`src/hw/rtl/ssba_pkg.sv`:
```
// Shared types and constants for the swap slot bitmap allocator.
`timescale 1ns / 1ps

package ssba_pkg;

   // Default geometry
   localparam int SLOTS_DEF            = 8192;
   localparam int SECTORS_PER_SLOT_DEF = 8;
   localparam int SECTOR_BYTES_DEF     = 512;

   // Bitmap memory word
   localparam int WORD_BITS = 32;
   localparam int BIT_W     = 5;

   // Result status codes
   localparam logic [1:0] STATUS_XFER     = 2'd0;
   localparam logic [1:0] STATUS_NO_FREE  = 2'd1;
   localparam logic [1:0] STATUS_NOT_USED = 2'd2;

   // Request actions
   localparam logic ACTION_SWAP_OUT = 1'b0;
   localparam logic ACTION_SWAP_IN  = 1'b1;

   typedef struct packed {
      logic        action;
      logic [12:0] slot;
      logic [31:0] buffer_address;
   } req_type;

   typedef struct packed {
      logic [1:0]  status;
      logic [12:0] slot_used;
      logic [15:0] sector;
      logic [31:0] mem_address;
      logic        is_write;
      logic        last;
   } rsp_type;

endpackage

```
`src/hw/rtl/ssba_first_zero.sv`:
```
// Lowest clear bit finder over one bitmap word.
`timescale 1ns / 1ps

module ssba_first_zero (
   input  logic [ssba_pkg::WORD_BITS-1:0] word_bits,
   output logic                           found,
   output logic [ssba_pkg::BIT_W-1:0]     index
);
   import ssba_pkg::*;

   always_comb begin
      found = 1'b0;
      index = '0;
      for (int i = WORD_BITS - 1; i >= 0; i--) begin
         if (!word_bits[i]) begin
            found = 1'b1;
            index = BIT_W'(i);
         end
      end
   end

endmodule

```
`config.mk`:
```
export PLATFORM = sky130hd
export DESIGN_NAME = ssba_first_zero
export DESIGN_NICKNAME = d
export VERILOG_FILES = /design/src/hw/rtl/ssba_pkg.sv /design/src/hw/rtl/ssba_first_zero.sv
export SDC_FILE = /design/constraint.sdc
export NUM_CORES = 1
export LEC_CHECK = 0
export BUFFER_PORTS_ARGS = -buffer_cell sky130_fd_sc_hd__buf_4
export CORE_AREA = 4 4 41 43
export DETAILED_ROUTE_END_ITERATION = 7
export DIE_AREA = 0 0 45 47
export PLACE_DENSITY = 0.76
export SYNTH_ARGS = -nofsm -noshare
export SYNTH_HDL_FRONTEND = slang
export SYNTH_SLANG_ARGS = --single-unit
```
`constraint.sdc`:
```
create_clock -name vclk -period 1.6
set_input_delay 0.16 -clock vclk [all_inputs]
set_output_delay 0.16 -clock vclk [all_outputs]
set_load 0.05 [all_outputs]
```
==> results.txt <==
Final min period - 1.45 ns
sequential area share after synthesis - 0%
grt met3 use - 0.766%
Post-Synth Adder-Cell Area - 0%
syn_nets - 98
Total GRT Usage - 14.3%
initial antenna violation count - 0
most numerous cell in the Yosys netlist - nand2_1
Resized Gates After CTS - 0
Final Max Slew Viols - 0
full die area - 0.00212 mm²
HPWL Detailed - 1.32 mm
Slew @ Worst Pin - 0.293 ns
Setup Viol. Count Final - 0
post-layout util - 54.6%
Inst Count DP - 119
DR pass1 iterations - 4
Syn Area/Cell - 5.95 µm²
peak supply drop - 0.130 mV
worst rel slew slack - 80.4%
vias - 642
worst endpoint required time - 1.44 ns
gate count after technology mapping - 66
P&R area growth vs syn - 80.9%
fin nets - 138
sw power - 0.0753 mW
Post-Synth XOR/XNOR Area - 0%
Die Y - 47 µm
Leak - 0.322 nW
final hold viol count - 0
post-synthesis mux area share - 0%
GPL Wtd Cong - 0.829
final setup margin - 0.148 ns
Seq cells - 0
YS warnings - 0
area leader, netlist - nand4_1
sequential cell area - 0 µm²
total wire length - 1.49 mm
Post-Layout Cell Count - 119
Int Pwr - 0.0756 mW
via/cell ratio - 5.39
crit path launch type - input pin
compound-cell area share of the yosys netlist - 36.0%
Critical Path Sink Type - primary output
RSZ-0062 raised after global routing - false
Max Freq - 689 MHz
Iter 0 DRT Violations - 11
Core Footprint - 0.00130 mm²
synth top area cells - nand4_1, nand2_1, nand3_1
average wire per standard cell - 12.5 µm
Mapped Area - 393 µm²
post-route cell area - 711 µm²
worst hold slack - 0.733 ns
Setup WS pre-CTS - 0.156 ns
Comb power frac - 100.0%
type of the worst setup path - input pin to primary output
placed inst area - 711 µm²
clock buf count - 0
post-route antenna net violation count - 0
initial core utilization - 30.2%
main combinational cell family by area after synthesis - simple AND/OR/NAND/NOR gates
status - completed
I/O pin cnt - 38
diodes inserted - 0
Clock power frac - 0%
Post-CTS Hold Buffers - 0
Max FO, Critical Path - 4
met1 usage - 19.1%
Synth Area in Simple Gates - 58.3%
Rows - 13
part of the cycle the worst path needs - 90.8%
Pwr Total - 0.151 mW
grt ovf - 0
vias in the first global route - 582
Synth top cells by count - nand2_1, nand4_1, inv_1, nand3_1, a21oi_1
library cells used by synthesis - 22
Power Density - 212 mW/mm²
busiest grt layer - met2
first-pass GRT wire length - 2.39 mm
worst hold path type - input pin to primary output
grt met2 use - 26.8%
pin count of the biggest net entering global routing - 6
CP Data Arrival Time - 1.29 ns
Die Width - 45 µm
postcts setup bufs - 0
I/O Buffers - 38
layout cells sized above 1 - 43.3%
Sequential Power Share - 0%
switching share of total power - 49.9%
Max-Cap Viols - 0
Sum Neg Setup Slack - 0 ns
DR DRC count - 0
post-synth top area share - 14.3%
[final timing paths]
path,depth (start not counted),endpoint,start
hold / removal,3,index[0],word_bits[0]
setup / recovery,7,index[0],word_bits[11]
[placed cells by master, fill, tap and decap left out, drive strengths merged]
cell type	netlist	layout
o221a	1	1
nand3	6	6
nand2	11	11
a211oi	1	1
a2111oi	1	1
buf	0	38
nor3	2	2
nand3b	2	2
inv	6	6
nor4	1	1
o21ai	5	5
o2111ai	2	2
nor2	4	4
nand4	9	9
nand2b	1	1
a21oi	5	5
o21bai	1	1
and4	1	1
a21o	1	1
or3	2	2
a31oi	4	4
[final cells by class]
type / instances / area (µm²)
Inverter: 6 / 22.5
Timing Repair Buffer: 38 / 285
Tap cell: 15 / 18.8
Multi-Input combinational cell: 60 / 384
Fill cell: 140 / 591
[logic make-up after synthesis]
family	after synthesis
buffers and inverters	6
AOI/OAI and AO/OA	21
and+or+nand+nor	39
[worst max-delay path, stage by stage]
cell	delay (ns)
buf_4	0.12
inv_1	0.05
o21ai_1	0.06
a21o_1	0.20
a2111oi_2	0.27
o221a_2	0.24
buf_4	0.19
[metal layers]
| layer | vias to the layer above | part of all wire, % |
|---|---|---|
| li1 | 341 | - |
| met1 | 284 | 42 |
| met2 | 17 | 51 |
| met3 | 0 | 6.5 |
| met4 | 0 | 0 |
| met5 | - | 0 |
[power groups by stage]
stage	clock, mW	combinational, mW	sequential, mW
finish	0	0.151	0
global route	0	0.166	0
CTS	0	0.150	0
detailed placement	0	0.150	0
global placement	0	0.148	0
floorplan	0	0.0527	0
(Power assumes the default switching activity.)
